**config.mk**
```make
export PLATFORM = sky130hd
export DESIGN_NAME = alert_frame_receive_filter_core
export DESIGN_NICKNAME = d
export VERILOG_FILES = /design/src/rtl/afrf_pkg.sv /design/src/rtl/afrf_front.sv /design/src/rtl/afrf_fifo.sv /design/src/rtl/afrf_back.sv /design/src/rtl/alert_frame_receive_filter_core.sv
export SDC_FILE = /design/constraint.sdc
export NUM_CORES = 2
export LEC_CHECK = 0
export BUFFER_PORTS_ARGS = -buffer_cell sky130_fd_sc_hd__buf_2
export CORE_MARGIN = 5
export CORE_UTILIZATION = 60
export CTS_CLUSTER_SIZE = 16
export DETAILED_ROUTE_END_ITERATION = 8
export GPL_TIMING_DRIVEN = 1
export PLACE_DENSITY_LB_ADDON = 0.2
export SYNTH_ARGS = -nofsm -noshare
export SYNTH_HDL_FRONTEND = slang
export SYNTH_HIERARCHICAL = 1
export SYNTH_SLANG_ARGS = --single-unit
```
**constraint.sdc**
```tcl
create_clock -name clk -period 32.8 [get_ports clk]
set_input_delay 4.92 -clock clk [delete_from_list [all_inputs] [get_ports clk]]
set_output_delay 4.92 -clock clk [all_outputs]
set_load 0.01 [all_outputs]
```
**src/rtl/afrf_pkg.sv**
```systemverilog
// Package for the alert frame receive filter: constants, verdict codes,
// register indexes, the CRC byte function and the job word types.
// No dependencies.
`timescale 1ns / 1ps
`default_nettype none
package afrf_pkg;

    localparam int FRAME_BYTES      = 18;
    localparam int CRC_BYTES        = 16;
    localparam int COUNT_MAX        = 31;
    localparam int DEDUP_SLOTS_DEF  = 16;
    localparam logic [15:0] CRC_INIT = 16'hFFFF;
    localparam logic [15:0] CRC_POLY = 16'h1021;
    localparam logic [31:0] WINDOW_RESET = 32'd60000;

    typedef enum logic [2:0] {
        VERDICT_OK       = 3'd0,
        VERDICT_LENGTH   = 3'd1,
        VERDICT_MAGIC    = 3'd2,
        VERDICT_CRC      = 3'd3,
        VERDICT_VERSION  = 3'd4,
        VERDICT_RELAYED  = 3'd5,
        VERDICT_SELF     = 3'd6,
        VERDICT_DUP      = 3'd7
    } verdict_t;

    localparam logic [2:0] REG_MAGIC_FIRST  = 3'd0;
    localparam logic [2:0] REG_MAGIC_SECOND = 3'd1;
    localparam logic [2:0] REG_VERSION      = 3'd2;
    localparam logic [2:0] REG_OWN_ID       = 3'd3;
    localparam logic [2:0] REG_WINDOW       = 3'd4;

    // Decoded frame fields handed from front to back
    typedef struct packed {
        logic [2:0]  verdict;     // pre-dedup verdict
        logic [7:0]  frame_flags;
        logic [15:0] sender_id;
        logic [7:0]  sequence_no;
        logic [7:0]  hop_count;
        logic [7:0]  alert_tier;
        logic [7:0]  epoch_no;
        logic [15:0] score_hundredths;
        logic [15:0] threshold_milli;
        logic [31:0] time_ms;
    } job_t;

    typedef struct packed {
        logic [2:0]  verdict;
        logic [7:0]  frame_flags;
        logic [15:0] sender_id;
        logic [7:0]  sequence_no;
        logic [7:0]  hop_count;
        logic [7:0]  alert_tier;
        logic [7:0]  epoch_no;
        logic [15:0] score_hundredths;
        logic [15:0] threshold_milli;
    } result_t;

    typedef enum logic [1:0] {
        BK_IDLE,
        BK_SCAN,
        BK_DONE
    } back_state_t;

    // CRC-16/CCITT-FALSE update for one byte, MSB first
    function automatic logic [15:0] crc_byte(input logic [15:0] c_in, input logic [7:0] b);
        logic [15:0] c;
        c = c_in ^ {b, 8'h00};
        for (int k = 0; k < 8; k++) begin
            if (c[15])
                c = {c[14:0], 1'b0} ^ CRC_POLY;
            else
                c = {c[14:0], 1'b0};
        end
        return c;
    endfunction

endpackage
`default_nettype wire

```
**src/rtl/afrf_front.sv**
```systemverilog
// Front end: collects frame bytes, runs the CRC, checks length, magic, crc,
// version, hop and self, and pushes one job word per frame. Uses afrf_pkg.
`timescale 1ns / 1ps
`default_nettype none
module afrf_front
(
    input  wire logic                 clk,
    input  wire logic                 rst_n,
    input  wire logic                 in_valid,
    input  wire logic [7:0]           rx_byte,
    input  wire logic                 frame_end,
    input  wire logic [31:0]          time_ms,
    input  wire logic [7:0]           magic_first,
    input  wire logic [7:0]           magic_second,
    input  wire logic [7:0]           protocol_version,
    input  wire logic [15:0]          own_device_id,
    output logic                      job_valid,
    output afrf_pkg::job_t            job
);

    logic [7:0]  store_reg [afrf_pkg::FRAME_BYTES];
    logic [4:0]  count_reg;
    logic [15:0] crc_reg;
    logic [4:0]  count_next;
    logic [15:0] crc_upd;

    assign crc_upd = afrf_pkg::crc_byte(crc_reg, rx_byte);
    assign count_next = (count_reg < 5'(afrf_pkg::COUNT_MAX)) ? count_reg + 5'd1 : count_reg;

    // Byte store, written at the current count
    always_ff @(posedge clk)
    begin
        if (in_valid && count_reg < 5'(afrf_pkg::FRAME_BYTES))
            store_reg[count_reg] <= rx_byte;
    end

    // Count and CRC
    always_ff @(posedge clk or negedge rst_n)
    begin
        if (!rst_n)
        begin
            count_reg <= '0;
            crc_reg   <= afrf_pkg::CRC_INIT;
        end
        else if (in_valid)
        begin
            if (frame_end)
            begin
                count_reg <= '0;
                crc_reg   <= afrf_pkg::CRC_INIT;
            end
            else
            begin
                count_reg <= count_next;
                if (count_reg < 5'(afrf_pkg::CRC_BYTES))
                    crc_reg <= crc_upd;
            end
        end
    end

    // Final byte is byte 17 when the length is right; use it directly
    logic [7:0]  f [afrf_pkg::FRAME_BYTES];
    logic [2:0]  verdict;
    logic [15:0] id;

    always_comb
    begin
        for (int i = 0; i < afrf_pkg::FRAME_BYTES; i++)
            f[i] = store_reg[i];
        f[afrf_pkg::FRAME_BYTES-1] = rx_byte;
        id = {f[5], f[4]};
        if (count_next != 5'(afrf_pkg::FRAME_BYTES))
            verdict = afrf_pkg::VERDICT_LENGTH;
        else if (f[0] != magic_first || f[1] != magic_second)
            verdict = afrf_pkg::VERDICT_MAGIC;
        else if (crc_reg != {f[17], f[16]})
            verdict = afrf_pkg::VERDICT_CRC;
        else if (f[2] != protocol_version)
            verdict = afrf_pkg::VERDICT_VERSION;
        else if (f[7] != 8'd0)
            verdict = afrf_pkg::VERDICT_RELAYED;
        else if (id == own_device_id)
            verdict = afrf_pkg::VERDICT_SELF;
        else
            verdict = afrf_pkg::VERDICT_OK;
    end

    // Job word
    assign job_valid = in_valid && frame_end;
    always_comb
    begin
        job.verdict          = verdict;
        job.frame_flags      = f[3];
        job.sender_id        = id;
        job.sequence_no      = f[6];
        job.hop_count        = f[7];
        job.alert_tier       = f[8];
        job.epoch_no         = f[9];
        job.score_hundredths = {f[11], f[10]};
        job.threshold_milli  = {f[13], f[12]};
        job.time_ms          = time_ms;
    end

endmodule
`default_nettype wire

```
**src/rtl/afrf_fifo.sv**
```systemverilog
// Small job queue between front end and dedup back end. Uses afrf_pkg.
`timescale 1ns / 1ps
`default_nettype none
module afrf_fifo
(
    input  wire logic           clk,
    input  wire logic           rst_n,
    input  wire logic           wr_en,
    input  afrf_pkg::job_t      wr_data,
    output logic                full,
    input  wire logic           rd_en,
    output afrf_pkg::job_t      rd_data,
    output logic                empty
);

    afrf_pkg::job_t mem_reg [2];
    logic wp_reg, rp_reg;
    logic [1:0] cnt_reg;

    assign full    = (cnt_reg == 2'd2);
    assign empty   = (cnt_reg == 2'd0);
    assign rd_data = mem_reg[rp_reg];

    always_ff @(posedge clk)
    begin
        if (wr_en)
            mem_reg[wp_reg] <= wr_data;
    end

    always_ff @(posedge clk or negedge rst_n)
    begin
        if (!rst_n)
        begin
            wp_reg  <= 1'b0;
            rp_reg  <= 1'b0;
            cnt_reg <= '0;
        end
        else
        begin
            if (wr_en)
                wp_reg <= ~wp_reg;
            if (rd_en)
                rp_reg <= ~rp_reg;
            cnt_reg <= cnt_reg + 2'(wr_en) - 2'(rd_en);
        end
    end

endmodule
`default_nettype wire

```
**src/rtl/afrf_back.sv**
```systemverilog
// Back end: dedup table scan, one slot per cycle, then the result register.
// Uses afrf_pkg.
`timescale 1ns / 1ps
`default_nettype none
module afrf_back
#(
    parameter int DEDUP_SLOTS = afrf_pkg::DEDUP_SLOTS_DEF
)
(
    input  wire logic           clk,
    input  wire logic           rst_n,
    input  wire logic           job_avail,
    input  afrf_pkg::job_t      job,
    output logic                job_take,
    input  wire logic [31:0]    dedup_window_ms,
    output logic                res_valid,
    input  wire logic           res_take,
    output afrf_pkg::result_t   res
);

    localparam int SW = (DEDUP_SLOTS > 1) ? $clog2(DEDUP_SLOTS) : 1;
    localparam int CW = $clog2(DEDUP_SLOTS + 1);

    logic [DEDUP_SLOTS-1:0] used_reg, used_next;
    logic [15:0] snd_reg [DEDUP_SLOTS];
    logic [7:0]  seq_reg [DEDUP_SLOTS];
    logic [7:0]  ep_reg  [DEDUP_SLOTS];
    logic [31:0] tim_reg [DEDUP_SLOTS];

    afrf_pkg::back_state_t state_reg, state_next;
    logic [CW-1:0] idx_reg, idx_next;
    logic [SW-1:0] rr_reg, rr_next;
    logic          free_reg, free_next;
    logic [SW-1:0] fslot_reg, fslot_next;
    logic          dup_reg, dup_next;
    afrf_pkg::result_t res_reg, res_next;
    logic          rv_reg, rv_next;
    logic          wr_en;
    logic [SW-1:0] wr_slot;
    logic [SW-1:0] cur;
    logic          expired, hit;

    assign cur     = idx_reg[SW-1:0];
    assign expired = (job.time_ms - tim_reg[cur]) >= dedup_window_ms;
    assign hit     = snd_reg[cur] == job.sender_id && seq_reg[cur] == job.sequence_no
                     && ep_reg[cur] == job.epoch_no;
    assign res_valid = rv_reg;
    assign res       = res_reg;

    function automatic afrf_pkg::result_t mk(input afrf_pkg::job_t j, input logic [2:0] v);
        afrf_pkg::result_t r;
        r = '0;
        r.verdict = v;
        if (v == afrf_pkg::VERDICT_OK)
        begin
            r.frame_flags      = j.frame_flags;
            r.sender_id        = j.sender_id;
            r.sequence_no      = j.sequence_no;
            r.hop_count        = j.hop_count;
            r.alert_tier       = j.alert_tier;
            r.epoch_no         = j.epoch_no;
            r.score_hundredths = j.score_hundredths;
            r.threshold_milli  = j.threshold_milli;
        end
        return r;
    endfunction

    // Sequencer: pull a job, scan slots for a checked job, finish into the result register
    always_comb
    begin
        state_next = state_reg;
        idx_next   = idx_reg;
        rr_next    = rr_reg;
        free_next  = free_reg;
        fslot_next = fslot_reg;
        dup_next   = dup_reg;
        used_next  = used_reg;
        res_next   = res_reg;
        rv_next    = rv_reg;
        job_take   = 1'b0;
        wr_en      = 1'b0;
        wr_slot    = fslot_reg;
        if (res_take)
            rv_next = 1'b0;
        unique case (state_reg)
            afrf_pkg::BK_IDLE:
            begin
                if (job_avail)
                begin
                    if (job.verdict != afrf_pkg::VERDICT_OK)
                    begin
                        if (!rv_reg || res_take)
                        begin
                            job_take = 1'b1;
                            res_next = mk(job, job.verdict);
                            rv_next  = 1'b1;
                        end
                    end
                    else
                    begin
                        idx_next   = '0;
                        free_next  = 1'b0;
                        state_next = afrf_pkg::BK_SCAN;
                    end
                end
            end
            afrf_pkg::BK_SCAN:
            begin
                if (!used_reg[cur] || expired)
                begin
                    used_next[cur] = 1'b0;
                    if (!free_reg)
                    begin
                        free_next  = 1'b1;
                        fslot_next = cur;
                    end
                    idx_next = idx_reg + 1'b1;
                end
                else if (hit)
                begin
                    dup_next   = 1'b1;
                    state_next = afrf_pkg::BK_DONE;
                end
                else
                    idx_next = idx_reg + 1'b1;
                if (state_next == afrf_pkg::BK_SCAN
                    && idx_reg == CW'(DEDUP_SLOTS - 1))
                begin
                    wr_en   = 1'b1;
                    wr_slot = free_next ? fslot_next : rr_reg;
                    used_next[wr_slot] = 1'b1;
                    rr_next = (wr_slot == SW'(DEDUP_SLOTS - 1)) ? '0 : wr_slot + 1'b1;
                    dup_next   = 1'b0;
                    state_next = afrf_pkg::BK_DONE;
                end
            end
            afrf_pkg::BK_DONE:
            begin
                // Result register may still hold an older word; load only when free
                if (!rv_reg || res_take)
                begin
                    job_take   = 1'b1;
                    res_next   = mk(job, dup_reg ? afrf_pkg::VERDICT_DUP
                                                 : afrf_pkg::VERDICT_OK);
                    rv_next    = 1'b1;
                    state_next = afrf_pkg::BK_IDLE;
                end
            end
            default: state_next = afrf_pkg::BK_IDLE;
        endcase
    end

    always_ff @(posedge clk or negedge rst_n)
    begin
        if (!rst_n)
        begin
            state_reg <= afrf_pkg::BK_IDLE;
            idx_reg   <= '0;
            rr_reg    <= '0;
            free_reg  <= 1'b0;
            fslot_reg <= '0;
            dup_reg   <= 1'b0;
            used_reg  <= '0;
            rv_reg    <= 1'b0;
        end
        else
        begin
            state_reg <= state_next;
            idx_reg   <= idx_next;
            rr_reg    <= rr_next;
            free_reg  <= free_next;
            fslot_reg <= fslot_next;
            dup_reg   <= dup_next;
            used_reg  <= used_next;
            rv_reg    <= rv_next;
        end
    end

    // Result payload and table contents
    always_ff @(posedge clk)
    begin
        res_reg <= res_next;
        if (wr_en)
        begin
            snd_reg[wr_slot] <= job.sender_id;
            seq_reg[wr_slot] <= job.sequence_no;
            ep_reg[wr_slot]  <= job.epoch_no;
            tim_reg[wr_slot] <= job.time_ms;
        end
    end

endmodule
`default_nettype wire

```
**src/rtl/alert_frame_receive_filter_core.sv**
```systemverilog
// Alert frame receive filter: byte-wise frame check with dedup table.
// Path: a rejected frame's verdict passes through the job queue and the result register;
// a checked one also waits for the dedup scan, one slot a cycle.
// Throughput: one byte per cycle while full is low; full holds bytes off while the job queue is full.
// Reset: rst_n async active low clears counters, CRC, table used bits and queues.
`timescale 1ns / 1ps
`default_nettype none
module alert_frame_receive_filter_core
#(
    parameter int DEDUP_SLOTS = afrf_pkg::DEDUP_SLOTS_DEF
)
(
    input  wire logic        clk,
    input  wire logic        rst_n,
    input  wire logic        push,
    output logic             full,
    input  wire logic [7:0]  rx_byte,
    input  wire logic        frame_end,
    input  wire logic [31:0] time_ms,
    output logic             empty,
    input  wire logic        pop,
    output logic [2:0]       verdict,
    output logic [7:0]       frame_flags,
    output logic [15:0]      sender_id,
    output logic [7:0]       sequence_no,
    output logic [7:0]       hop_count,
    output logic [7:0]       alert_tier,
    output logic [7:0]       epoch_no,
    output logic [15:0]      score_hundredths,
    output logic [15:0]      threshold_milli,
    input  wire logic        cfg_valid,
    output logic             cfg_ready,
    input  wire logic [2:0]  cfg_index,
    input  wire logic [31:0] cfg_data
);

    logic [7:0]  magic_first_reg, magic_second_reg, version_reg;
    logic [15:0] own_id_reg;
    logic [31:0] window_reg;

    // Configuration registers
    assign cfg_ready = 1'b1;
    always_ff @(posedge clk or negedge rst_n)
    begin
        if (!rst_n)
        begin
            magic_first_reg  <= '0;
            magic_second_reg <= '0;
            version_reg      <= '0;
            own_id_reg       <= '0;
            window_reg       <= afrf_pkg::WINDOW_RESET;
        end
        else if (cfg_valid)
        begin
            case (cfg_index)
                afrf_pkg::REG_MAGIC_FIRST:  magic_first_reg  <= cfg_data[7:0];
                afrf_pkg::REG_MAGIC_SECOND: magic_second_reg <= cfg_data[7:0];
                afrf_pkg::REG_VERSION:      version_reg      <= cfg_data[7:0];
                afrf_pkg::REG_OWN_ID:       own_id_reg       <= cfg_data[15:0];
                afrf_pkg::REG_WINDOW:       window_reg       <= cfg_data;
                default: ;
            endcase
        end
    end

    logic in_valid, job_valid, q_full, q_empty, job_take, res_valid;
    afrf_pkg::job_t job_in, job_out;
    afrf_pkg::result_t res;

    assign in_valid = push && !full;
    // Hold off bytes while the job queue is full so no verdict is dropped
    assign full = q_full;

    afrf_front u_front
    (
        .clk(clk), .rst_n(rst_n), .in_valid(in_valid), .rx_byte(rx_byte),
        .frame_end(frame_end), .time_ms(time_ms),
        .magic_first(magic_first_reg), .magic_second(magic_second_reg),
        .protocol_version(version_reg), .own_device_id(own_id_reg),
        .job_valid(job_valid), .job(job_in)
    );

    afrf_fifo u_fifo
    (
        .clk(clk), .rst_n(rst_n), .wr_en(job_valid), .wr_data(job_in), .full(q_full),
        .rd_en(job_take), .rd_data(job_out), .empty(q_empty)
    );

    afrf_back #(.DEDUP_SLOTS(DEDUP_SLOTS)) u_back
    (
        .clk(clk), .rst_n(rst_n), .job_avail(!q_empty), .job(job_out),
        .job_take(job_take), .dedup_window_ms(window_reg),
        .res_valid(res_valid), .res_take(pop && res_valid), .res(res)
    );

    // Result ports
    assign empty            = !res_valid;
    assign verdict          = res.verdict;
    assign frame_flags      = res.frame_flags;
    assign sender_id        = res.sender_id;
    assign sequence_no      = res.sequence_no;
    assign hop_count        = res.hop_count;
    assign alert_tier       = res.alert_tier;
    assign epoch_no         = res.epoch_no;
    assign score_hundredths = res.score_hundredths;
    assign threshold_milli  = res.threshold_milli;

endmodule
`default_nettype wire
```
==> flow_summary.toml <==
[clocking]
cts_tree = "built"
post-cts-setup-buffer-count = 0
cts-root-buf = "clkbuf_16"
cts_resized = 0
htree_levels = 4
insertion_delay_ns = 0.76
cts_hold_buf = 0
cts_buffer_depth = 3
cts_made_buffers = 158
cts_sinks = 1612
clk_pin_slew_ns = 0.06

[synth]
synth_cell_type_count = 81
syn_nets = 3501
synth_top_area_frac = 0.680
synthTopCellsByArea = "edfxtp_1 68%, mux4_2 9.8%, dfrtp_1 4.1%"
synth.yosys.seq_area_share = 0.730
netlist.top_cell.by_area = "edfxtp_1"
synth_edf_count = 1481
mappedNetlistArea_um2 = 65400
synthArstFlopShare = 0.0813
synth_flop_cell = "edfxtp_1"
syn_inst = 3344
synth.avg_cell_area_um2 = 19.6
yosysWarnings = 6
ys_seq_elements = 1612

[floorplan]
die_area_um2 = 116000
std_cell_rows = 121
die_y_um = 340
ioPinCount = 175
core_area_um2 = 109000
die-width_um = 340
start_util = 0.603

[timing]
period_share = 0.349
hold_violations = 0
clock_skew_ns = 0.0276
worst_pin_slew_ns = 1.29
slew_headroom = 0.143
max_freq_mhz = 87.3
setup_violations = 0
worst_slack_ns = 21.35
post-route-min-period_ns = 11.45
fin_setup_tns_ns = 0
rsz0062_at_grt = "no"
maxSlewViolCount = 0

[drt]
wl_per_cell_um = 28.9
drt_pass1_iterations = 7
drc_errors = 0
routed_wirelength_um = 145000
first_iter_violations = 3395
drt-vias-per-instance = 6.40
num_vias = 32200
ant_nets = 0

[pwr]
power_density_nw_per_um2 = 91.3
vdd_drop_max_uv = 54.2
leakage_nw = 24.5

[hold_path]
hold_class = "flip-flop to flip-flop"

[final_layout]
fill_cells = 6897
final_nets = 3637
multiInputGateArea_um2 = 15900
syn_to_final_growth_pct = 10.3
largest_register_ffs = 512
drive_above_1_share = 0.282
register_area_um2 = 47800

[placement]
gp_congestion = 0.906
pre_cts_ws_ns = 21.60
port_buffers = 173
hpwl_um = 85100

[global_routing]
overflow = 0
antenna_found_initial = 7
track_usage = 0.252
grt_pass1_vias = 33100
grt_max_degree = 111
grt_first_pass_wirelength_um = 216000

[setup_path]
cp_max_fo = 110
worstPathRequired_ns = 33.17
path_class = "flip-flop to flip-flop"
crit_path_start_kind = "flip-flop"
cp-end-kind = "flip-flop"
crit_arrival_ns = 11.82

[outcome]
status = "finished, final reports clean"

[job]
maxCapViolations = 0
-- stage by stage --
stage | instances | util | hold slack, ns | power [mW] | area [µm²]
after global placement | 4734 | 0.617 | 0.422 | 4.75 | 67000
final | 5025 | 0.665 | 0.444 | 6.59 | 72200
after global routing | 5020 | 0.665 | 0.458 | 6.90 | 72200
after detailed placement | 4734 | 0.617 | 0.430 | 4.81 | 67000
after CTS | 5020 | 0.665 | 0.443 | 6.61 | 72200
after floorplan | 3344 | - | 0.455 | 4.18 | 65400
-- Yosys cell counts (all sizes together), types with 15 or more instances --
| master | number |
|---|---|
| nor4 | 15 |
| mux2 | 216 |
| dfrtp | 108 |
| a21o | 19 |
| mux2i | 74 |
| inv | 88 |
| nand2 | 60 |
| nor2b | 17 |
| nor3 | 20 |
| nand4 | 30 |
| nor2 | 63 |
| nand3 | 20 |
| a21oi | 64 |
| buf | 193 |
| ha | 75 |
| clkbuf | 47 |
| xnor2 | 108 |
| dfstp | 23 |
| edfxtp | 1481 |
| and2 | 94 |
| mux4 | 284 |
| o21ai | 69 |
| xor2 | 28 |
| and3 | 21 |
-- power breakdown --
| part | leakage, nW | internal [mW] | switching, mW |
|---|---|---|---|
| combinational | 6.96 | 0.889 | 1.27 |
| clock | 2.53 | 1.05 | 0.752 |
| sequential | 15.0 | 2.53 | 0.0992 |
| total | 24.5 | 4.47 | 2.12 |
-- placed cells by master, fill, tap and decap left out, types with 74 or more instances in the layout --
cell type  netlist  routed
ha_1            75      75
dfrtp_1        108     103
clkbuf_16        0     160
mux2_4          90      90
inv_1           86      85
and2_1          94      93
xnor2_1        108     108
mux2i_1         74      74
mux2_2         126     126
buf_2           24     172
edfxtp_1      1481    1481
mux4_2         284     284
-- kinds of logic after synthesis --
logic type | synth area share
AOI/OAI and AO/OA | 0.0230
xor gates and xnor gates | 0.0186
adders and majority gates | 0.0146
buffers and inverters | 0.0299
DFF | 0.730
muxes | 0.151
other | 0.0000573
and+or+nand+nor | 0.0321
-- layout make-up --
| class | instances | area share |
|---|---|---|
| Clock inverter | 90 | 0.0135 |
| Tap cell | 1414 | 0.0245 |
| Sequential cell | 1612 | 0.662 |
| Timing Repair Buffer | 216 | 0.0169 |
| Antenna cell | 5 | 0.000173 |
| Multi-Input combinational cell | 1403 | 0.220 |
| Inverter | 89 | 0.00466 |
| Clock buffer | 196 | 0.0585 |
-- path summary, 6_finish.rpt --
path,startpoint,endpoint,slack (ns),depth (start not counted)
worst max register to register,u_back/idx_reg[1],u_back/tim_reg[13][2],21.35,24
min in group asynchronous,rst_n,window_reg[8],4.17,1
worst min-delay path,u_front/store_reg[3][7],u_fifo/mem_reg[0][119],0.44,0
worst max-delay path,u_back/idx_reg[1],u_back/tim_reg[13][2],21.35,24
worst min register to register,u_front/store_reg[3][7],u_fifo/mem_reg[0][119],0.44,0
max in group asynchronous,rst_n,u_back/idx_reg[2],26.99,2
-- critical path: stages, from the launching register on --
cell and delay [ns]:
dfrtp_4 0.91, buf_12 0.47, buf_12 0.63, mux4_2 0.43, mux4_2 0.48, inv_1 0.09
ha_1 0.31, nand4_1 0.23, or2_2 0.32, o32ai_1 0.82, nor4b_1 0.20, nor2_1 0.24
a21oi_1 0.10, o21bai_1 0.18, xor2_1 0.19, ha_1 0.28, and4_1 0.23, a221oi_1 0.98
o21a_1 0.44, a21o_1 0.26, nand3_1 0.14, a31oi_1 0.71, nand3_2 0.38, nor2_4 0.95
buf_4 0.76
-- metal layers --
metal | vias to the layer above | share of wire | track usage
met5 | - | 0.00017 | 0
met4 | 4 | 0.022 | 0.0632
met3 | 234 | 0.096 | 0.0545
met2 | 1551 | 0.47 | 0.394
met1 | 17000 | 0.41 | 0.372
li1 | 13400 | - | -
No activity file was read; power rests on OpenSTA's default activity.
